File: src/rtl/core/tioiq_pkg.sv
package tioiq_pkg;

	// request function codes
	localparam logic [1:0] FUNC_PUSH     = 2'd0;
	localparam logic [1:0] FUNC_ISSUE    = 2'd1;
	localparam logic [1:0] FUNC_COMPLETE = 2'd2;

	// operation types
	localparam logic [2:0] TYPE_WRITE      = 3'd0;
	localparam logic [2:0] TYPE_READ       = 3'd1;
	localparam logic [2:0] TYPE_DISCONNECT = 3'd2;
	localparam logic [2:0] TYPE_SHUTDOWN   = 3'd3;
	localparam logic [2:0] TYPE_HANDSHAKE  = 3'd4;
	localparam int         NUM_TYPES       = 5;

	// ongoing counters saturate here
	localparam logic [1:0] ONGOING_MAX = 2'd3;

	// result status codes
	localparam logic [1:0] STATUS_OK       = 2'd0;
	localparam logic [1:0] STATUS_NONE     = 2'd1;
	localparam logic [1:0] STATUS_MISMATCH = 2'd2;
	localparam logic [1:0] STATUS_OVERFLOW = 2'd3;

	typedef struct packed {
		logic [1:0]  func;
		logic [2:0]  op_type;
		logic [15:0] op_handle;
	} req_t;

	typedef struct packed {
		logic        issued;
		logic [2:0]  issued_type;
		logic [15:0] issued_handle;
		logic [1:0]  status;
		logic        write_queued;
	} rsp_t;

	// one pending queue entry
	typedef struct packed {
		logic [2:0]  op_type;
		logic [15:0] op_handle;
	} entry_t;

	typedef struct packed {
		logic   push;
		logic   pop;
		entry_t entry;
	} fifo_ctrl_t;

	typedef struct packed {
		logic empty;
		logic full;
		logic write_queued;
	} fifo_stat_t;

	typedef struct packed {
		logic       issue;
		logic [2:0] issue_type;
		logic       complete;
		logic [2:0] comp_type;
	} trk_ctrl_t;

	typedef struct packed {
		logic issue_ok;
		logic any_ongoing;
		logic type_ongoing;
	} trk_stat_t;

endpackage

File: src/rtl/core/typed_io_operation_issue_queue.sv
// Issue queue for typed connection operations.
// Request channel (req_valid, req_stall, req_data): each request is a push of
// an operation onto the pending queue, an attempt to issue the queue head, or
// the completion of an ongoing operation. Response channel (rsp_valid,
// rsp_stall, rsp_data): exactly one response per request, in request order,
// carrying the issued operation, a status code and whether a write is queued.
// A request taken into the request register has its response built
// combinationally and captured in the response register. Throughput is one
// request per cycle while the receiver does not stall: every request is
// resolved between the request register and the response register, touching
// only the queue head, the tail and the per-type ongoing counters.
// Reset empties the queue and clears all ongoing counts; queue storage is not
// cleared and only written entries are ever issued.
// When the receiver stalls, the response register holds its contents and the
// request register fills; after that req_stall is raised until rsp_stall
// drops, so no request is lost or repeated.
module typed_io_operation_issue_queue #(
	parameter int QUEUE_DEPTH = 16
) (
	input  logic            clk,
	input  logic            arst_n,
	input  logic            req_valid,
	output logic            req_stall,
	input  tioiq_pkg::req_t req_data,
	output logic            rsp_valid,
	input  logic            rsp_stall,
	output tioiq_pkg::rsp_t rsp_data
);
	import tioiq_pkg::*;

	req_t       req_s1;
	logic       valid_s1;
	rsp_t       rsp_q;
	logic       rsp_valid_q;
	logic       adv;
	logic       fire;
	logic       type_ok;
	logic       push_req;
	entry_t     head;
	fifo_ctrl_t fctrl;
	fifo_stat_t fstat;
	trk_ctrl_t  tctrl;
	trk_stat_t  tstat;
	rsp_t       rsp_d;

	// flow control
	assign adv       = !rsp_valid_q || !rsp_stall;
	assign fire      = valid_s1 && adv;
	assign req_stall = valid_s1 && !adv;

	// request register
	always_ff @(posedge clk or negedge arst_n) begin
		if (!arst_n) begin
			valid_s1 <= 1'b0;
		end else if (!req_stall) begin
			valid_s1 <= req_valid;
		end
	end

	always_ff @(posedge clk) begin
		if (req_valid && !req_stall) begin
			req_s1 <= req_data;
		end
	end

	// decode of the held request
	always_comb begin
		type_ok  = (req_s1.op_type <= TYPE_HANDSHAKE);
		push_req = fire && req_s1.func == FUNC_PUSH && type_ok;

		fctrl.push  = push_req && !fstat.full;
		fctrl.entry = '{op_type: req_s1.op_type, op_handle: req_s1.op_handle};

		tctrl.issue      = fire && req_s1.func == FUNC_ISSUE && !fstat.empty &&
			head.op_type <= TYPE_HANDSHAKE && tstat.issue_ok;
		tctrl.issue_type = head.op_type;
		tctrl.complete   = fire && req_s1.func == FUNC_COMPLETE && tstat.any_ongoing &&
			type_ok && tstat.type_ongoing;
		tctrl.comp_type  = req_s1.op_type;

		fctrl.pop = tctrl.issue;
	end

	// response assembly
	always_comb begin
		rsp_d               = '0;
		rsp_d.issued        = tctrl.issue;
		rsp_d.write_queued  = fstat.write_queued;
		if (tctrl.issue) begin
			rsp_d.issued_type   = head.op_type;
			rsp_d.issued_handle = head.op_handle;
		end
		rsp_d.status = STATUS_OK;
		case (req_s1.func)
			FUNC_PUSH: begin
				if (push_req && fstat.full) begin
					rsp_d.status = STATUS_OVERFLOW;
				end
			end
			FUNC_COMPLETE: begin
				if (!tstat.any_ongoing) begin
					rsp_d.status = STATUS_NONE;
				end else if (!type_ok || !tstat.type_ongoing) begin
					rsp_d.status = STATUS_MISMATCH;
				end
			end
			default: begin
				rsp_d.status = STATUS_OK;
			end
		endcase
	end

	tioiq_fifo #(
		.QUEUE_DEPTH(QUEUE_DEPTH)
	) u_fifo (
		.clk       (clk),
		.arst_n    (arst_n),
		.ctrl      (fctrl),
		.head_entry(head),
		.stat      (fstat)
	);

	tioiq_track u_track (
		.clk      (clk),
		.arst_n   (arst_n),
		.head_type(head.op_type),
		.ctrl     (tctrl),
		.stat     (tstat)
	);

	// response register
	always_ff @(posedge clk or negedge arst_n) begin
		if (!arst_n) begin
			rsp_valid_q <= 1'b0;
		end else if (adv) begin
			rsp_valid_q <= valid_s1;
		end
	end

	always_ff @(posedge clk) begin
		if (fire) begin
			rsp_q <= rsp_d;
		end
	end

	assign rsp_valid = rsp_valid_q;
	assign rsp_data  = rsp_q;

endmodule

File: src/rtl/core/tioiq_fifo.sv
module tioiq_fifo #(
	parameter int QUEUE_DEPTH = 16
) (
	input  logic                clk,
	input  logic                arst_n,
	input  tioiq_pkg::fifo_ctrl_t ctrl,
	output tioiq_pkg::entry_t   head_entry,
	output tioiq_pkg::fifo_stat_t stat
);
	import tioiq_pkg::*;

	localparam int AW = $clog2(QUEUE_DEPTH);
	localparam int CW = $clog2(QUEUE_DEPTH + 1);
	localparam logic [CW-1:0] DEPTH_C = CW'(QUEUE_DEPTH);
	localparam logic [AW:0]   DEPTH_W = (AW + 1)'(QUEUE_DEPTH);

	entry_t          mem [QUEUE_DEPTH];
	entry_t          rd_q;
	logic [AW-1:0]   head_q;
	logic [AW-1:0]   head_d;
	logic [CW-1:0]   count_q;
	logic [CW-1:0]   count_d;
	logic [CW-1:0]   wcount_q;
	logic [CW-1:0]   wcount_d;
	logic [AW:0]     tail_sum;
	logic [AW:0]     head_inc;
	logic [AW-1:0]   tail;

	// tail position, wrapped at the queue depth
	always_comb begin
		tail_sum = {1'b0, head_q} + (AW + 1)'(count_q);
		if (tail_sum >= DEPTH_W) begin
			tail = AW'(tail_sum - DEPTH_W);
		end else begin
			tail = tail_sum[AW-1:0];
		end
	end

	// next head pointer
	always_comb begin
		head_inc = {1'b0, head_q} + (AW + 1)'(1);
		head_d   = head_q;
		if (ctrl.pop) begin
			if (head_inc == DEPTH_W) begin
				head_d = '0;
			end else begin
				head_d = head_inc[AW-1:0];
			end
		end
	end

	// fill and write counts
	always_comb begin
		count_d  = count_q;
		wcount_d = wcount_q;
		if (ctrl.push) begin
			count_d = count_q + CW'(1);
			if (ctrl.entry.op_type == TYPE_WRITE) begin
				wcount_d = wcount_q + CW'(1);
			end
		end else if (ctrl.pop) begin
			count_d = count_q - CW'(1);
			if (rd_q.op_type == TYPE_WRITE && wcount_q != '0) begin
				wcount_d = wcount_q - CW'(1);
			end
		end
	end

	always_ff @(posedge clk or negedge arst_n) begin
		if (!arst_n) begin
			head_q   <= '0;
			count_q  <= '0;
			wcount_q <= '0;
		end else begin
			head_q   <= head_d;
			count_q  <= count_d;
			wcount_q <= wcount_d;
		end
	end

	// storage, head entry read ahead with write forwarding
	always_ff @(posedge clk) begin
		if (ctrl.push) begin
			mem[tail] <= ctrl.entry;
		end
		if (ctrl.push && tail == head_d) begin
			rd_q <= ctrl.entry;
		end else begin
			rd_q <= mem[head_d];
		end
	end

	assign head_entry        = rd_q;
	assign stat.empty        = (count_q == '0);
	assign stat.full         = (count_q == DEPTH_C);
	assign stat.write_queued = (wcount_d != '0);

endmodule

File: src/rtl/core/tioiq_track.sv
module tioiq_track (
	input  logic                 clk,
	input  logic                 arst_n,
	input  logic [2:0]           head_type,
	input  tioiq_pkg::trk_ctrl_t ctrl,
	output tioiq_pkg::trk_stat_t stat
);
	import tioiq_pkg::*;

	logic [1:0] cnt_q [NUM_TYPES];
	logic       blk_all;
	logic       blk_read;

	// conflict check against the ongoing set
	always_comb begin
		blk_all  = (cnt_q[TYPE_WRITE] != '0) || (cnt_q[TYPE_DISCONNECT] != '0) ||
			(cnt_q[TYPE_SHUTDOWN] != '0) || (cnt_q[TYPE_HANDSHAKE] != '0);
		blk_read = (cnt_q[TYPE_READ] != '0) &&
			(head_type inside {TYPE_READ, TYPE_HANDSHAKE});
		stat.issue_ok     = !blk_all && !blk_read;
		stat.any_ongoing  = blk_all || (cnt_q[TYPE_READ] != '0);
		stat.type_ongoing = 1'b0;
		for (int i = 0; i < NUM_TYPES; i++) begin
			if (ctrl.comp_type == 3'(i) && cnt_q[i] != '0) begin
				stat.type_ongoing = 1'b1;
			end
		end
	end

	// per-type ongoing counters
	always_ff @(posedge clk or negedge arst_n) begin
		if (!arst_n) begin
			for (int i = 0; i < NUM_TYPES; i++) begin
				cnt_q[i] <= '0;
			end
		end else begin
			for (int i = 0; i < NUM_TYPES; i++) begin
				if (ctrl.issue && ctrl.issue_type == 3'(i) && cnt_q[i] != ONGOING_MAX) begin
					cnt_q[i] <= cnt_q[i] + 2'd1;
				end else if (ctrl.complete && ctrl.comp_type == 3'(i) && cnt_q[i] != '0) begin
					cnt_q[i] <= cnt_q[i] - 2'd1;
				end
			end
		end
	end

endmodule
File: config.mk
export PLATFORM = sky130hd
export DESIGN_NAME = typed_io_operation_issue_queue
export DESIGN_NICKNAME = d
export VERILOG_FILES = /design/src/rtl/core/tioiq_pkg.sv /design/src/rtl/core/typed_io_operation_issue_queue.sv /design/src/rtl/core/tioiq_fifo.sv /design/src/rtl/core/tioiq_track.sv
export SDC_FILE = /design/constraint.sdc
export NUM_CORES = 1
export LEC_CHECK = 0
export BUFFER_PORTS_ARGS = -buffer_cell sky130_fd_sc_hd__buf_4
export CORE_MARGIN = 4
export CORE_UTILIZATION = 40
export DETAILED_ROUTE_END_ITERATION = 12
export GPL_ROUTABILITY_DRIVEN = 1
export PLACE_DENSITY = 0.63
export SLEW_MARGIN = 20
export SYNTH_ARGS = -nofsm -noshare
export SYNTH_HDL_FRONTEND = slang
export SYNTH_HIERARCHICAL = 1
export SYNTH_SLANG_ARGS = --single-unit
File: constraint.sdc
create_clock -name clk -period 8.66 [get_ports clk]
set_clock_uncertainty 0.1 [all_clocks]
set_input_delay 1.732 -clock clk [delete_from_list [all_inputs] [get_ports clk]]
set_output_delay 1.732 -clock clk [all_outputs]
set_load 0.05 [all_outputs]
# After elaboration in Yosys (flattened, before gate mapping)
# Memory sizes are Yosys's and may differ from the RTL's. A register that Yosys moved wholly into a read port is not among the register bits.
# Cells that the tools add are included.
totals:
  n_memories: 1
  wordCells: 163
  input_bits: 25
  ramBits: 304
  register_bits: 70
  out_inout_bits: 25
mem_list:
  columns: ["name", "depth", "word_bits", "rd", "rd_ports_with_merged_regs", "write_ports", "line", "source"]
  rows:
  - ["u_fifo.mem", 16, 19, 1, 1, 1, "tioiq_fifo.sv:17", "entry_t mem [QUEUE_DEPTH];"]
classes:
  magnitude_cmp: 3
  eq_ne: 17
  n_reduce_logical: 77
  muxes: 30
  add_sub_neg: 17
ops:
  columns: ["cell", "count"]
  rows:
  - ["logical AND 1 bit", 43]
  - ["2-to-1 mux 5 bit", 6]
  - ["2-to-1 mux 2 bit", 13]
  - ["nonzero test 2 bit", 12]
  - ["== test 3 x 2 -> 1 bit, second input constant", 4]
  - ["2-to-1 mux 4 bit", 3]
  - ["adder 2 x 1 -> 2 bit, second input constant", 5]
  - ["adder 5 x 1 -> 5 bit, second input constant", 2]
  - ["== test 5 bit, second input constant", 2]
  - ["logical NOT 1 bit", 10]
  - ["!= test 2 bit, second input constant", 5]
  - ["nonzero test 5 bit", 2]
  - ["subtractor 2 x 1 -> 2 bit, second input constant", 5]
  - ["subtractor 5 x 1 -> 5 bit, second input constant", 2]
  - ["2-to-1 mux 1 bit", 7]
  - ["== test 3 x 1 -> 1 bit, second input constant", 2]
  - ["== test 3 bit, second input constant", 2]
  - ["less-or-equal comparator 3 bit, second input constant", 2]
  - ["logical NOT 3 bit", 2]
  - ["logical OR 1 bit", 6]
  - ["adder 4 x 1 -> 5 bit, second input constant", 1]
  - ["adder 4 x 5 -> 5 bit", 1]
  - ["greater-or-equal comparator 5 bit, second input constant", 1]
  - ["logical NOT 5 bit", 1]
  - ["other kinds (5)", 5]

# Logic depth before layout (Yosys ltp)
depth:
  ltp_word: 12
  mapped_depth: 16
  depth_no_buf: 13

# Modules after synthesis
# Netlist, hierarchy kept.
modules_own_cells:
  columns: ["module", "area_each_um2", "seq_area_each_um2", "cells_each", "n_inst"]
  rows:
  - ["tioiq_fifo", 12537.0, 9559.2, 544, 1]
  - ["typed_io_operation_issue_queue", 1672.9, 1371.3, 87, 1]
  - ["tioiq_track", 678.2, 250.2, 73, 1]

# Worst setup path after synthesis
# OpenSTA, ideal clock, no wires.
synth_timing:
  kind: "input port to flip-flop"
  startpoint: "in rsp_stall"
  endpoint: "mem u_fifo/mem[0][0] (netlist bit) (enable)"
  path_slack_ns: 3.752
  n_path_buf: 1
  path_stages: 7
  setup_time_ns: 0.395
  arrival_time_ns: 4.413
  required_ns: 8.165
  path_cell_list: "a21bo_4 inv_1 and4b_1 clkbuf_1 inv_1 or3_1 nor2_1"
synth_lines:
  columns: ["element", "line", "source"]
  rows:
  - ["start: declaration", "typed_io_operation_issue_queue.sv:26", "input logic rsp_stall,"]
  - ["end: declaration", "tioiq_fifo.sv:17", null]

==> results.sh <==
export IMPL_status="complete, no violations"
export IMPL_cts_setup_buffers=0
export IMPL_path_cells="buf_4 -> mux4_1 -> a22oi_1 -> nand3_1 -> xnor2_1 -> o31a_1 -> nand3b_1 -> nor4b_4 -> buf_4 -> nor2b_1 -> o41ai_1 -> nor4_4 -> o21ai_0 -> xnor2_1 -> a2111o_1"
export IMPL_drtIter0Drc=509
export IMPL_first_pass_iters=6
export IMPL_syn_mean_instance_area_um2=21.15
export IMPL_grt_pass1_wl_um=45350
export IMPL_slew_viol_final=0
export IMPL_vias_per_cell=5.408
export IMPL_grt_pass1_vias=7257
export IMPL_gp_congestion=0.7373
export IMPL_synth_enable_flop_cells=348
export IMPL_dp_hpwl_um=15770
export IMPL_grt_start_max_net_pins=50
export IMPL_synth_seq_cells=378
export IMPL_crit_required_ns=8.83
export IMPL_synth_most_common_cell="edfxtp_1"
export IMPL_synth_top_area_share_pct=70.19
export IMPL_async_flop_share_pct=6.878
export IMPL_p_seq_share_pct=46.2
export IMPL_syn_area_mm2=0.01489
export IMPL_worstMarginPinSlew_ns=0.9620
export IMPL_synth_largest_area_cell="edfxtp_1"
export IMPL_rsz0062_at_grt="no"
export IMPL_end_kind="flop"
export IMPL_syn_instance_count=704
export IMPL_cp_top_family="simple AND/OR/NAND/NOR gates"
export IMPL_yosysUniqueCellTypes=56
export IMPL_synth_area_leaders="edfxtp_1 70%, mux4_2 13%, dfrtp_1 4.4%"
export IMPL_io_pins=50
export IMPL_grt_overflow_total=0
export IMPL_placed_cells=1209
export IMPL_p_int_mw=3.623
export IMPL_critical_path_arrival_ns=5.23
export IMPL_wl_per_cell_um=23.04
export IMPL_total_power_mw=4.964
export IMPL_clockPowerShare_pct=32.7
export IMPL_drive_above_1_share_pct=30.12
export IMPL_hold_class="reg2reg"
export IMPL_fin_cells=1278
export IMPL_htreeDepth=2
export IMPL_die_w_um=200.9
export IMPL_worstPathBufferInverterCount=2
export IMPL_fin_crit_sh_pct=58.41
export IMPL_die_h_um=200.9
export IMPL_p_leak_nw=5.579
export IMPL_dieArea_mm2=0.04037
export IMPL_wl_um=29450
export IMPL_fin_crit_ns=5.059
export IMPL_initial_core_util_pct=40.57
export IMPL_cts_reportedPaths_clkPinSlew_ns=0.06
export IMPL_cts_root_buf="clkbuf_16"
export IMPL_synth_warnings=6
export IMPL_crit_type="reg2reg"
export IMPL_io_buffer_count=49
export IMPL_crit_path_start_kind="flop"
export IMPL_cts_tree="yes"
export IMPL_antenna_left=0
export IMPL_antenna_cells=0
export IMPL_setup_viol=0
export IMPL_antenna_found_initial=0
export IMPL_ctsResizeCount=0
export IMPL_clock_latency_ns=0.52
export IMPL_pwr_density_cell_mw_per_mm2=289.7
export IMPL_core_area_mm2=0.03670
export IMPL_cts_sinks=378
export IMPL_cts_buffers=40
export IMPL_clockBufferDepth=3
export IMPL_synth_nets=741
export IMPL_fmax_ghz=0.1977
export IMPL_drc_errors=0
export IMPL_pwr_share_comb_pct=21.1
export IMPL_synthTopCellsByCount="348 x edfxtp_1, 85 x mux4_2, 36 x nor2_1, 26 x dfrtp_1, 14 x a21oi_1"
export IMPL_crit_path_max_incr_delay_ns=0.66
export IMPL_hold_viol=0
export IMPL_setup_tns_ns=0
export IMPL_cts_hold_buffers_added=0
export IMPL_yosys_most_used_dff="edfxtp_1"
export IMPL_crit_slowest_cell="buf_4"
export IMPL_ys_seq_area_share_pct=75.10
export IMPL_row_count=70
export IMPL_switching_share_pct=27.02
export IMPL_relSlewSlack_pct=35.86
export IMPL_peakVddDrop_uv=160.2
export IMPL_utilization_pct=46.69
export IMPL_nets=820
export IMPL_p_switching_mw=1.341
export IMPL_cap_violations=0
export IMPL_crit_fanout=49
export IMPL_area_growth_pct=15.09
export IMPL_via_count=6911
export IMPL_track_usage_pct=14.59
cells in the final DEF, fill, tap and decap left out, types with 6 or more instances in the layout:
cell       netlist  layout
edfxtp_1       348     348
mux4_2          85      85
buf_4            0      62
clkbuf_16        0      41
dfrtp_1         26      26
nor2_1          36      20
a21oi_1         14      14
and2_1          13      12
nand2_1         12      12
xnor2_1         12      12
and2_2           9      10
ha_1            10      10
clkbuf_1        12       9
inv_1            8       8
nor2b_1          8       8
mux4_1           8       8
nor2_2           0       8
nor2_4           0       8
o21ai_0          7       7
nand3_1          7       7
clkinv_1         0       7
o31a_1           6       6
worst register-to-register path: cells and delay by family (launching register included):
kind | cells | cell delay [ns]
XOR/XNOR | 2 | 0.46
buffers and inverters | 2 | 1.06
flip-flops | 1 | 0.58
multiplexers | 1 | 0.44
AND/OR/NAND/NOR | 5 | 1.17
AO/OA/AOI/OAI | 5 | 1.02
sequential cells by signal (all words and copies together) (netlist names), named ones only:
signal and cells:
valid_s1 1, u_fifo/wcount_q 5, u_fifo/count_q 5, u_track/cnt_q 10, req_s1 2, rsp_valid 1
u_fifo/mem 304, u_fifo/head_q 4, rsp_data 23, fctrl 19
kinds of logic (layout without fill, tap and decap cells):
| group | count (synthesis) | in the layout | synth area share [%] |
|---|---|---|---|
| AOI/OAI and AO/OA | 47 | 47 | 2.244 |
| xor gates and xnor gates | 17 | 17 | 1.000 |
| adders and majority gates | 12 | 12 | 1.109 |
| buffers and inverters | 33 | 139 | 1.109 |
| DFF | 378 | 378 | 75.10 |
| muxes | 97 | 97 | 14.56 |
| and+or+nand+nor | 120 | 120 | 4.874 |
power groups by stage:
stage | combinational (mW) | clock [mW] | sequential [mW]
after floorplan | 0.870 | 0 | 2.25
after CTS | 1.06 | 1.67 | 2.30
final | 1.05 | 1.62 | 2.29
after global routing | 1.14 | 1.73 | 2.32
after global placement | 1.05 | 0 | 2.33
after detailed placement | 1.06 | 0 | 2.34
layout make-up:
class,count,area [um2]
multi-input combinational,293,3623
clock buffer,51,1074
sequential,378,11190
clock inverter,18,167.7
inverter,8,30.03
timing repair buffer,62,465.4
tap,468,585.6
fill,3005,19560
worst paths after layout:
check / endpoint / from / cells past startpoint / slack, ns
worst max-delay path: rsp_data[0]$_DFFE_PN_ / flop / 15 / 3.60
worst min-delay path: rsp_valid$_DFFE_PN0N_ / valid_s1$_DFFE_PN0N_ / 1 / 0.40
worst max register to register: rsp_data[0]$_DFFE_PN_ / flop / 15 / 3.60
worst min register to register: rsp_valid$_DFFE_PN0N_ / valid_s1$_DFFE_PN0N_ / 1 / 0.40
max in group asynchronous: u_fifo/head_q[3]$_DFF_PN0_ / arst_n / 1 / 7.16
min in group asynchronous: u_fifo/count_q[3]$_DFFE_PN0P_ / arst_n / 1 / 1.02
per-stage QoR:
| step | setup WS, ns | hold slack (ns) | cell area (um2) |
|---|---|---|---|
| floorplan | 3.752 | 0.3560 | 14890 |
| global placement | 3.654 | 0.3618 | 15890 |
| detailed placement | 3.558 | 0.3774 | 15890 |
| CTS | 3.556 | 0.3916 | 17140 |
| global route | 3.207 | 0.4034 | 17140 |
| finish | 3.601 | 0.4030 | 17140 |
per-layer routing:
layer | wire length (um) | vias up | track usage [%]
met4 | 571 | 0 | 3.368
met3 | 1311 | 46 | 2.262
met2 | 14770 | 157 | 24.56
li1 | - | 3071 | -
met1 | 12800 | 3637 | 20.31
met5 | 0 | - | 0
No activity file was read; power rests on OpenSTA's default activity.
